--- config.mk ---
export PLATFORM = sky130hd
export DESIGN_NAME = sha256_byte_stream_hasher
export DESIGN_NICKNAME = d
export VERILOG_FILES = /design/src/rtl/sha_pkg.sv /design/src/rtl/sha_round.sv /design/src/rtl/sha256_byte_stream_hasher.sv
export SDC_FILE = /design/constraint.sdc
export NUM_CORES = 2
export LEC_CHECK = 0
export BUFFER_PORTS_ARGS = -buffer_cell sky130_fd_sc_hd__buf_2
export CAP_MARGIN = 20
export CORE_UTILIZATION = 25
export DETAILED_ROUTE_END_ITERATION = 10
export PLACE_DENSITY = 0.42
export SYNTH_ARGS = -nofsm -noshare
export SYNTH_HDL_FRONTEND = slang
export SYNTH_HIERARCHICAL = 1
export SYNTH_SLANG_ARGS = --single-unit
--- constraint.sdc ---
create_clock -name clk -period 16.7 [get_ports clk]
set_input_delay 3.34 -clock clk [delete_from_list [all_inputs] [get_ports clk]]
set_output_delay 3.34 -clock clk [all_outputs]
set_load 0.02 [all_outputs]
--- src/rtl/sha_pkg.sv ---
`timescale 1ns / 1ps
package sha_pkg;

    localparam logic [1:0] CMD_APPEND = 2'd0;
    localparam logic [1:0] CMD_APPEND_FINISH = 2'd1;
    localparam logic [1:0] CMD_FINISH = 2'd2;
    localparam logic [1:0] CMD_UNUSED = 2'd3;

    localparam logic [7:0] PAD_BYTE = 8'h80;
    localparam logic [5:0] LEN_POS = 6'd56;

    localparam logic [31:0] INIT_HASH [8] = '{
        32'h6a09e667, 32'hbb67ae85, 32'h3c6ef372, 32'ha54ff53a,
        32'h510e527f, 32'h9b05688c, 32'h1f83d9ab, 32'h5be0cd19
    };

    localparam logic [31:0] ROUND_K [64] = '{
        32'h428a2f98, 32'h71374491, 32'hb5c0fbcf, 32'he9b5dba5,
        32'h3956c25b, 32'h59f111f1, 32'h923f82a4, 32'hab1c5ed5,
        32'hd807aa98, 32'h12835b01, 32'h243185be, 32'h550c7dc3,
        32'h72be5d74, 32'h80deb1fe, 32'h9bdc06a7, 32'hc19bf174,
        32'he49b69c1, 32'hefbe4786, 32'h0fc19dc6, 32'h240ca1cc,
        32'h2de92c6f, 32'h4a7484aa, 32'h5cb0a9dc, 32'h76f988da,
        32'h983e5152, 32'ha831c66d, 32'hb00327c8, 32'hbf597fc7,
        32'hc6e00bf3, 32'hd5a79147, 32'h06ca6351, 32'h14292967,
        32'h27b70a85, 32'h2e1b2138, 32'h4d2c6dfc, 32'h53380d13,
        32'h650a7354, 32'h766a0abb, 32'h81c2c92e, 32'h92722c85,
        32'ha2bfe8a1, 32'ha81a664b, 32'hc24b8b70, 32'hc76c51a3,
        32'hd192e819, 32'hd6990624, 32'hf40e3585, 32'h106aa070,
        32'h19a4c116, 32'h1e376c08, 32'h2748774c, 32'h34b0bcb5,
        32'h391c0cb3, 32'h4ed8aa4a, 32'h5b9cca4f, 32'h682e6ff3,
        32'h748f82ee, 32'h78a5636f, 32'h84c87814, 32'h8cc70208,
        32'h90befffa, 32'ha4506ceb, 32'hbef9a3f7, 32'hc67178f2
    };

    typedef logic [31:0] word_t;

    typedef struct packed {
        logic start;
        logic busy;
        logic done;
    } core_ctl_t;

endpackage

--- src/rtl/sha_round.sv ---
`timescale 1ns / 1ps
// One compression round per cycle; sixteen-word rolling schedule in registers.
module sha_round
    import sha_pkg::*;
(
    input  logic        clk,
    input  logic        rst_n,
    input  logic        start,
    input  logic [31:0] msg_word,
    input  word_t       hash_in [8],
    output logic [3:0]  word_sel,
    output logic        busy,
    output logic        done,
    output word_t       vars_out [8]
);

    word_t       v_reg [8];
    word_t       v_next [8];
    word_t       w_reg [16];
    logic [6:0]  rnd_reg;
    logic        busy_reg;
    logic        done_reg;
    logic [5:0]  r;
    word_t       w, t1, t2, w2, w7, w15, w16, s0, s1;

    assign r = rnd_reg[5:0];
    assign word_sel = r[3:0];
    assign busy = busy_reg;
    assign done = done_reg;
    assign vars_out = v_reg;

    always_comb
    begin
        w2  = w_reg[4'(r - 6'd2)];
        w7  = w_reg[4'(r - 6'd7)];
        w15 = w_reg[4'(r - 6'd15)];
        w16 = w_reg[r[3:0]];
        s0 = {w15[6:0], w15[31:7]} ^ {w15[17:0], w15[31:18]} ^ (w15 >> 3);
        s1 = {w2[16:0], w2[31:17]} ^ {w2[18:0], w2[31:19]} ^ (w2 >> 10);
        w = (r < 6'd16) ? msg_word : (s1 + w7 + s0 + w16);
        t1 = v_reg[7]
           + ({v_reg[4][5:0], v_reg[4][31:6]} ^ {v_reg[4][10:0], v_reg[4][31:11]}
              ^ {v_reg[4][24:0], v_reg[4][31:25]})
           + ((v_reg[4] & v_reg[5]) ^ (~v_reg[4] & v_reg[6])) + ROUND_K[r] + w;
        t2 = ({v_reg[0][1:0], v_reg[0][31:2]} ^ {v_reg[0][12:0], v_reg[0][31:13]}
              ^ {v_reg[0][21:0], v_reg[0][31:22]})
           + ((v_reg[0] & v_reg[1]) ^ (v_reg[0] & v_reg[2]) ^ (v_reg[1] & v_reg[2]));
        v_next[7] = v_reg[6];
        v_next[6] = v_reg[5];
        v_next[5] = v_reg[4];
        v_next[4] = v_reg[3] + t1;
        v_next[3] = v_reg[2];
        v_next[2] = v_reg[1];
        v_next[1] = v_reg[0];
        v_next[0] = t1 + t2;
    end

    always_ff @(posedge clk or negedge rst_n)
    begin
        if (!rst_n)
        begin
            busy_reg <= 1'b0;
            done_reg <= 1'b0;
            rnd_reg  <= '0;
        end
        else
        begin
            done_reg <= 1'b0;
            if (start)
            begin
                busy_reg <= 1'b1;
                rnd_reg  <= '0;
            end
            else if (busy_reg)
            begin
                rnd_reg <= rnd_reg + 7'd1;
                if (rnd_reg == 7'd63)
                begin
                    busy_reg <= 1'b0;
                    done_reg <= 1'b1;
                end
            end
        end
    end

    always_ff @(posedge clk)
    begin
        if (start)
            v_reg <= hash_in;
        else if (busy_reg)
        begin
            v_reg <= v_next;
            w_reg[r[3:0]] <= w;
        end
    end

endmodule

--- src/rtl/sha256_byte_stream_hasher.sv ---
`timescale 1ns / 1ps
// An append that does not fill a block leaves the hasher idle; one that fills it
// runs 64 rounds in the shared round unit plus load and update, with in_stall high.
// A finish pads byte by byte with one or two compressions, then offers eight
// digest words, one a cycle while out_stall is low.
// Reset: asynchronous, active low; hash set to initial values, counts cleared.
module sha256_byte_stream_hasher
    import sha_pkg::*;
(
    input  logic        clk,
    input  logic        rst_n,
    input  logic        in_valid,
    output logic        in_stall,
    input  logic [1:0]  cmd,
    input  logic [7:0]  data_byte,
    output logic        out_valid,
    input  logic        out_stall,
    output logic [31:0] digest_word,
    output logic [2:0]  word_index,
    output logic        last_word
);

    localparam logic [2:0] ST_IDLE = 3'd0;
    localparam logic [2:0] ST_COMP = 3'd1;
    localparam logic [2:0] ST_PAD  = 3'd2;
    localparam logic [2:0] ST_LEN  = 3'd3;
    localparam logic [2:0] ST_OUT  = 3'd4;

    logic [2:0]  state_reg;
    logic        fin_reg;
    logic        pend_reg;
    word_t       hash_reg [8];
    word_t       buf_reg [16];
    logic [5:0]  pos_reg;
    logic [63:0] bits_reg;
    logic [63:0] len_reg;
    logic [2:0]  cnt_reg;
    logic        accept;
    logic        put;
    logic [7:0]  put_byte;
    logic [5:0]  pos_inc;
    logic        start;
    core_ctl_t   ctl;
    logic [3:0]  wsel;
    word_t       vars [8];
    logic [31:0] msg_word;

    assign accept = in_valid && !in_stall;
    assign in_stall = (state_reg != ST_IDLE);
    assign pos_inc = pos_reg + 6'd1;
    assign msg_word = buf_reg[wsel];

    always_comb
    begin
        put = 1'b0;
        put_byte = data_byte;
        unique case (state_reg)
            ST_IDLE: put = accept && (cmd == CMD_APPEND || cmd == CMD_APPEND_FINISH);
            ST_PAD:
            begin
                put = 1'b1;
                put_byte = fin_reg ? 8'h00 : PAD_BYTE;
            end
            ST_LEN:
            begin
                put = 1'b1;
                put_byte = len_reg[63:56];
            end
            default: put = 1'b0;
        endcase
    end

    assign start = put && (pos_inc == 6'd0);
    assign ctl.start = start;

    sha_round u_round (
        .clk      (clk),
        .rst_n    (rst_n),
        .start    (start),
        .msg_word (msg_word),
        .hash_in  (hash_reg),
        .word_sel (wsel),
        .busy     (ctl.busy),
        .done     (ctl.done),
        .vars_out (vars)
    );

    // big-endian byte lane inside the word
    always_ff @(posedge clk)
    begin
        if (put)
            buf_reg[pos_reg[5:2]][{~pos_reg[1:0], 3'b000} +: 8] <= put_byte;
    end

    // fin_reg marks that the 0x80 byte is already in
    always_ff @(posedge clk or negedge rst_n)
    begin
        if (!rst_n)
        begin
            state_reg <= ST_IDLE;
            fin_reg   <= 1'b0;
            pend_reg  <= 1'b0;
            pos_reg   <= '0;
            bits_reg  <= '0;
            len_reg   <= '0;
            cnt_reg   <= '0;
            for (int i = 0; i < 8; i++)
                hash_reg[i] <= INIT_HASH[i];
        end
        else
        begin
            if (put)
                pos_reg <= pos_inc;
            unique case (state_reg)
                ST_IDLE:
                begin
                    if (accept && cmd != CMD_UNUSED)
                    begin
                        if (cmd == CMD_FINISH)
                            len_reg <= bits_reg;
                        else
                        begin
                            bits_reg <= bits_reg + 64'd8;
                            len_reg  <= bits_reg + 64'd8;
                        end
                        fin_reg  <= 1'b0;
                        pend_reg <= (cmd != CMD_APPEND);
                        cnt_reg  <= '0;
                        if (start)
                            state_reg <= ST_COMP;
                        else if (cmd != CMD_APPEND)
                            state_reg <= ST_PAD;
                    end
                end
                ST_PAD:
                begin
                    fin_reg <= 1'b1;
                    if (start)
                        state_reg <= ST_COMP;
                    else if (pos_inc == LEN_POS)
                        state_reg <= ST_LEN;
                end
                ST_LEN:
                begin
                    len_reg <= {len_reg[55:0], 8'h00};
                    if (start)
                    begin
                        state_reg <= ST_COMP;
                        fin_reg   <= 1'b0;
                        cnt_reg   <= 3'd7;
                    end
                end
                ST_COMP:
                begin
                    if (ctl.done)
                    begin
                        for (int i = 0; i < 8; i++)
                            hash_reg[i] <= hash_reg[i] + vars[i];
                        // cnt 7 marks the length block; otherwise resume where left
                        if (cnt_reg == 3'd7)
                        begin
                            state_reg <= ST_OUT;
                            cnt_reg   <= '0;
                        end
                        else if (pend_reg)
                            state_reg <= (pos_reg == LEN_POS) ? ST_LEN : ST_PAD;
                        else
                            state_reg <= ST_IDLE;
                    end
                end
                ST_OUT:
                begin
                    if (!out_stall)
                    begin
                        cnt_reg <= cnt_reg + 3'd1;
                        if (cnt_reg == 3'd7)
                        begin
                            state_reg <= ST_IDLE;
                            bits_reg  <= '0;
                            for (int i = 0; i < 8; i++)
                                hash_reg[i] <= INIT_HASH[i];
                        end
                    end
                end
                default: state_reg <= ST_IDLE;
            endcase
        end
    end

    assign out_valid   = (state_reg == ST_OUT);
    assign digest_word = hash_reg[cnt_reg];
    assign word_index  = cnt_reg;
    assign last_word   = (cnt_reg == 3'd7);

    a_no_out_while_comp: assert property (@(posedge clk) disable iff (!rst_n)
        ctl.busy |-> !out_valid)
        else $error("digest offered during compression");
    a_start_from_idle: assert property (@(posedge clk) disable iff (!rst_n)
        ctl.start |=> ctl.busy && state_reg == ST_COMP)
        else $error("round unit not running after start");
    a_out_pos_zero: assert property (@(posedge clk) disable iff (!rst_n)
        out_valid |-> pos_reg == 6'd0)
        else $error("buffer not empty at digest");

endmodule
# After elaboration in Yosys (flattened, before gate mapping)
# Memories as Yosys holds them, arrays and structs flattened.
# Cells that the tools add are included.
dict set report totals {
  regBits 663
  latchBits 0
  mem_bits_rw 1024
  romBits 2048
  input_bits 14
  out_inout_bits 38
  elab_cells 179
  n_memories 3
}
dict set report op_classes {
  addsub 26
  multipliers 0
  div_mod_pow 0
  n_lt_le_gt_ge 3
  n_eq_ne 19
  shift 2
  muxes 55
  bitwise 20
  reduce_logical 25
}
# memory words word_bits read_ports rd_clocked_by_memory_dff write_ports line
set mem_list {}
lappend mem_list {{(no name shown)} 64 32 1 0 0 sha_round.sv:44} ;# + ((v_reg[4] & v_reg[5]) ^ (~v_reg[4] & v_reg[6])) + ROUND_K[r] + w;
lappend mem_list {buf_reg 16 32 1 0 1 sha256_byte_stream_hasher.sv:33} ;# word_t buf_reg [16];
lappend mem_list {u_round.w_reg 16 32 4 0 1 sha_round.sv:19} ;# word_t w_reg [16];
# cell count
set op_table {}
lappend op_table {{$mux W256} 5}
lappend op_table {{$add A32 B32 Y32} 18}
lappend op_table {{$pmux W256 S2} 1}
lappend op_table {{$xor A32 B32 Y32} 9}
lappend op_table {{$mux W64} 4}
lappend op_table {{$pmux W64 S2} 2}
lappend op_table {{$mux W32} 6}
lappend op_table {{$and A32 B32 Y32} 5}
lappend op_table {{$bmux W32 S3} 1}
lappend op_table {{$add A64 B4 Y64 const B} 1}
lappend op_table {{$mux W3} 14}
lappend op_table {{$not A32 Y32} 1}
lappend op_table {{$shift A8 B7 Y32 const A} 1}
lappend op_table {{$shiftx A8 B7 Y32} 1}
lappend op_table {{$xor A32 B22 Y32} 1}
lappend op_table {{$xor A32 B29 Y32} 1}
lappend op_table {{$pmux W8 S2} 1}
lappend op_table {{$pmux W3 S5} 1}
lappend op_table {{$mux W7} 2}
lappend op_table {{$mux W1} 13}
lappend op_table {{$eq A6 B6 Y1 const B} 2}
lappend op_table {{$pmux W3 S4} 1}
lappend op_table {{$ne A2 B2 Y1 const B} 5}
lappend op_table {{$reduce_bool A2 Y1} 5}
lappend op_table {{other kinds (39)} 49}

# Logic depth before layout (Yosys ltp)
# An unclocked memory read counts as a cell.
dict set report depth {
  ltp_word 12
  ltp_mapped 55
  ltp_nobuf 47
}

# By module
# The synthesis kept the hierarchy.
# module instances cells_each area_per_inst_um2
set by_module_without_submodules {}
lappend by_module_without_submodules {sha_round 1 4153 55494.5}
lappend by_module_without_submodules {sha256_byte_stream_hasher 1 4188 49880.3}

# Worst setup path after synthesis
# OpenSTA, ideal clock, no wires.
dict set report synth_path {
  path_kind {flip-flop to flip-flop}
  from {reg u_round.rnd_reg[2]}
  to {reg u_round.v_reg (netlist bit u_round/vars_out[255]) (data pin)}
  setup_time_ps 268
  arrival_time_ps 13109
  t_required_ps 16432
  setup_slack_ps 3324
  stages_incl_launch_ff 48
  n_path_buf 10
  period_less_slack_ps 13376
  path_cell_list {dfrtp_1 clkbuf_1 clkbuf_1 inv_2 clkbuf_1 ha_1 buf_4 buf_4 buf_4 buf_1 clkbuf_1 buf_2 buf_1 mux4_2 fa_1 fa_1 ha_1 fa_1 (+12 left out) o21ai_0 a21boi_0 o22a_1 o41ai_1 o21bai_1 a21oi_1 xor2_1 fa_1 inv_1 ha_1 a21o_1 a21o_1 and2_1 o21ai_0 o311ai_0 nor3_1 xnor2_1 o21ai_0}
}
dict set report synth_via {
  elab_chain_len 12
  word_cells_on_any_way 23
  classes_between {add/sub (9); order compare (1); mux (5); bitwise (5); memory (3)}
}
# element line
set synth_rtl {}
lappend synth_rtl {{from (decl)} sha_round.sv:20} ;# logic [6:0] rnd_reg;
lappend synth_rtl {{from (signal assigned)} sha_round.sv:76} ;# rnd_reg <= rnd_reg + 7'd1;
lappend synth_rtl {{$sub A4 B2 Y4} sha_round.sv:34} ;# w2 = w_reg[4'(r - 6'd2)];
lappend synth_rtl {{$mem_v2 Z16 W32} --}
lappend synth_rtl {{$xor A32 B32 Y32} sha_round.sv:39} ;# s1 = {w2[16:0], w2[31:17]} ^ {w2[18:0], w2[31:19]} ^ (w2 >> 10);
lappend synth_rtl {{$xor A32 B22 Y32} sha_round.sv:39}
lappend synth_rtl {{$add A32 B32 Y32 (3 in series)} sha_round.sv:40} ;# w = (r < 6'd16) ? msg_word : (s1 + w7 + s0 + w16);
lappend synth_rtl {{$mux W32 *} sha_round.sv:40}
lappend synth_rtl {{named net u_round.w[21]} sha_round.sv:24} ;# word_t w, t1, t2, w2, w7, w15, w16, s0, s1;
lappend synth_rtl {{$add A32 B32 Y32 *} sha_round.sv:44}
lappend synth_rtl {{$add A32 B32 Y32 *} sha_round.sv:55} ;# v_next[0] = t1 + t2;
lappend synth_rtl {{$mux W256 *} sha_round.sv:90} ;# else if (busy_reg)
lappend synth_rtl {{$mux W256 *} sha_round.sv:88} ;# if (start)
lappend synth_rtl {{to (signal assigned)} sha_round.sv:89} ;# v_reg <= hash_in;
lappend synth_rtl {{to (signal assigned)} sha_round.sv:92} ;# v_reg <= v_next;
lappend synth_rtl {{to (decl)} sha_round.sv:17} ;# word_t v_reg [8];
# Mark *: on every way through the listed nets, which the timed path passes. The rest lies on a longest branch. The select of a mux whose other input is x is not followed.
# A chain may end at the register's enable or synchronous reset.

# Worst setup path in the final report
dict set report layout_path {
  from {reg u_round.rnd_reg[0]}
  to {reg u_round.v_reg (netlist bit u_round/vars_out[255]) (data pin)}
}
# Same word-level chain as after synthesis.

==> flow_metrics.tcl <==
set metrics [dict create \
    grt_first_pass_wirelength_um 544000 \
    worst-setup-path-type "flop to flop" \
    relSlewSlack_pct 19.2 \
    critPathTopFamily "compound AO/OA/AOI/OAI gates" \
    ant_nets 0 \
    drcViolationCount 2 \
    crit_fanout 129 \
    wire_per_inst_um 27.1 \
    h-tree-depth 4 \
    setup_tns_ps 0 \
    synth_top_area_share_pct 36.5 \
    vias_per_cell 5.20 \
    grt_max_degree 137 \
    required_ps 17340 \
    synth_common_cells "edfxtp_1, mux4_2, nor2_1" \
    cts.sinks 1682 \
    area_delta_synth_final_pct 13.4 \
    dieArea_um2 424000 \
    gr-usage-all-layers_pct 17.4 \
    wl_met2_um 177000 \
    maxCapViolations 0 \
    layout-drive-gt1-share_pct 20.3 \
    max_clock_freq_mhz 70.0 \
    ios 52 \
    drtPass1Iterations 9 \
    post-route-min-period_ps 14290 \
    startpoint_type "flop" \
    hpwl_um 268000 \
    outcome "finished with violations" \
    avgSynthCellArea_um2 12.6 \
    post_cts_buffers 0 \
    final_max_slew_viol_count 0 \
    dr_wl_met3_um 19000 \
    rsz0062_at_grt "no" \
    grt_pass1_vias 73485 \
    synth_edf_count 1280 \
    violations "DRC" \
    synthFlopType "edfxtp_1" \
    synth_most_common_cell "edfxtp_1" \
    topRoutingLayerUsed "met5" \
    seq_area_frac_synth_pct 46.2 \
    synth_cell_type_count 109 \
    antenna_found_initial 16 \
    hold_class "flop to flop" \
    drt-met1-wl_um 169000 \
    design.core.area_um2 420000 \
    tightest_slew_ps 1180 \
    synthTopCellsByArea "edfxtp_1, mux4_2, dfrtp_1, ha_1, fa_1" \
    cts_tree "built" \
    cts-buffers-inserted 202 \
    cp_num_buf_inv 4 \
    n_fill_cell 42656 \
    critPathCaptureType "flop" \
    vias 72777 \
    cts_resized 0 \
    rows 238 \
    wirelength_um 379000 \
    place.gp.congestion 0.921 \
    clk_latency_ps 970 \
    start_util_pct 25.1 \
    fp.dieH_um 651 \
    critPathMaxStageDelay_ps 950 \
    nNetsFinal 8927 \
    synthesis.area_um2 105000 \
    clk_path_buf_depth 4 \
    dr.first_iter.drc_count 6410 \
    hold_viol_final 0 \
    ys_warn_count 6 \
    synthArstFlopShare_pct 23.9 \
    cts-hold-fix-buffers 0 \
    cts_root_buf "clkbuf_16" \
    path_clk_slew_ps 70 \
    dieWidth_um 651 \
    setup_viol 0 \
    worstPathArrival_ps 14930 \
    finalCritPeriodShare_pct 85.6 \
    synth_seq_cells 1682 \
    synth_fp_nets 8967 \
    overflow 0 \
    yosys.area.top_type "edfxtp_1" \
    portBuffers 51 \
    syn_inst 8341 \
    skew_ps 111 \
    critPathSlowestCell "o41ai_1" \
]
per-layer routing:
| layer | vias up | GRT usage (%) |
|---|---|---|
| met5 | - | 0 |
| met3 | 501 | 1.91 |
| met4 | 4 | 5.91 |
| met1 | 38085 | 23.9 |
| li1 | 31802 | - |
| met2 | 2385 | 28.5 |
cell usage in the layout, fill, tap and decap left out, drive strengths merged, types with 260 or more instances in the layout:
cell type | synthesis | layout
edfxtp | 1280 | 1280
nor2 | 571 | 571
nand2 | 506 | 506
ha | 417 | 417
xor2 | 260 | 260
clkbuf | 350 | 275
inv | 330 | 340
dfrtp | 266 | 266
mux4 | 661 | 661
o21ai | 513 | 513
xnor2 | 388 | 388
a21oi | 525 | 525
final cells by class:
| class | instances | area [um^2] | area share (%) |
|---|---|---|---|
| clock inverters | 101 | 1170 | 0.977 |
| clock buffers | 274 | 5620 | 4.71 |
| diodes | 11 | 27.5 | 0.0230 |
| inverters | 331 | 1240 | 1.04 |
| well taps | 5520 | 6910 | 5.78 |
| multi-input cells | 5854 | 53900 | 45.1 |
| flip-flops and latches | 1682 | 48700 | 40.8 |
| repair buffers | 230 | 1880 | 1.57 |
stage by stage:
step	hold slack, ps	cells	utilization (%)	instance area, um^2	setup slack [ps]
2_1_floorplan	462	8341	-	105000	3320
3_3_place_gp	482	13590	26.8	112000	2420
3_5_place_dp	489	13601	26.8	112000	2450
4_1_cts	508	13976	28.4	119000	2350
5_1_grt	533	13998	28.5	119000	1500
6_report	508	14003	28.5	119000	2410
kinds of logic after synthesis:
family | synth area share, %
flops | 46.2
xor+xnor | 5.46
mux | 18.2
simple gates | 6.86
compound gates | 11.6
fa+ha+maj | 8.69
buf+inv | 2.98
final timing paths:
path                                          to  cells after the start          startpoint  slack, ps
min in group asynchronous           hash_reg[12]                      1               rst_n       2350
setup reg to reg           u_round/vars_out[255]                     40  u_round/rnd_reg[0]       2410
max in group asynchronous          word_index[1]                      4               rst_n      11670
hold / removal                       len_reg[57]                      2         len_reg[57]        510
hold reg to reg                      len_reg[57]                      2         len_reg[57]        510
setup / recovery           u_round/vars_out[255]                     40  u_round/rnd_reg[0]       2410
worst register-to-register path: cells and delay by family, from the launching register on:
kind | cells | cell delay, ps
DFF | 1 | 820
AOI/OAI and AO/OA | 17 | 5040
muxes | 2 | 1400
and+or+nand+nor | 5 | 1300
xor gates and xnor gates | 5 | 930
adders and majority gates | 7 | 2790
buffers and inverters | 4 | 1660
Power is left out: the tool's default activity adds up to more than one toggle a clock period on the data nets, which glitch-free logic cannot reach.
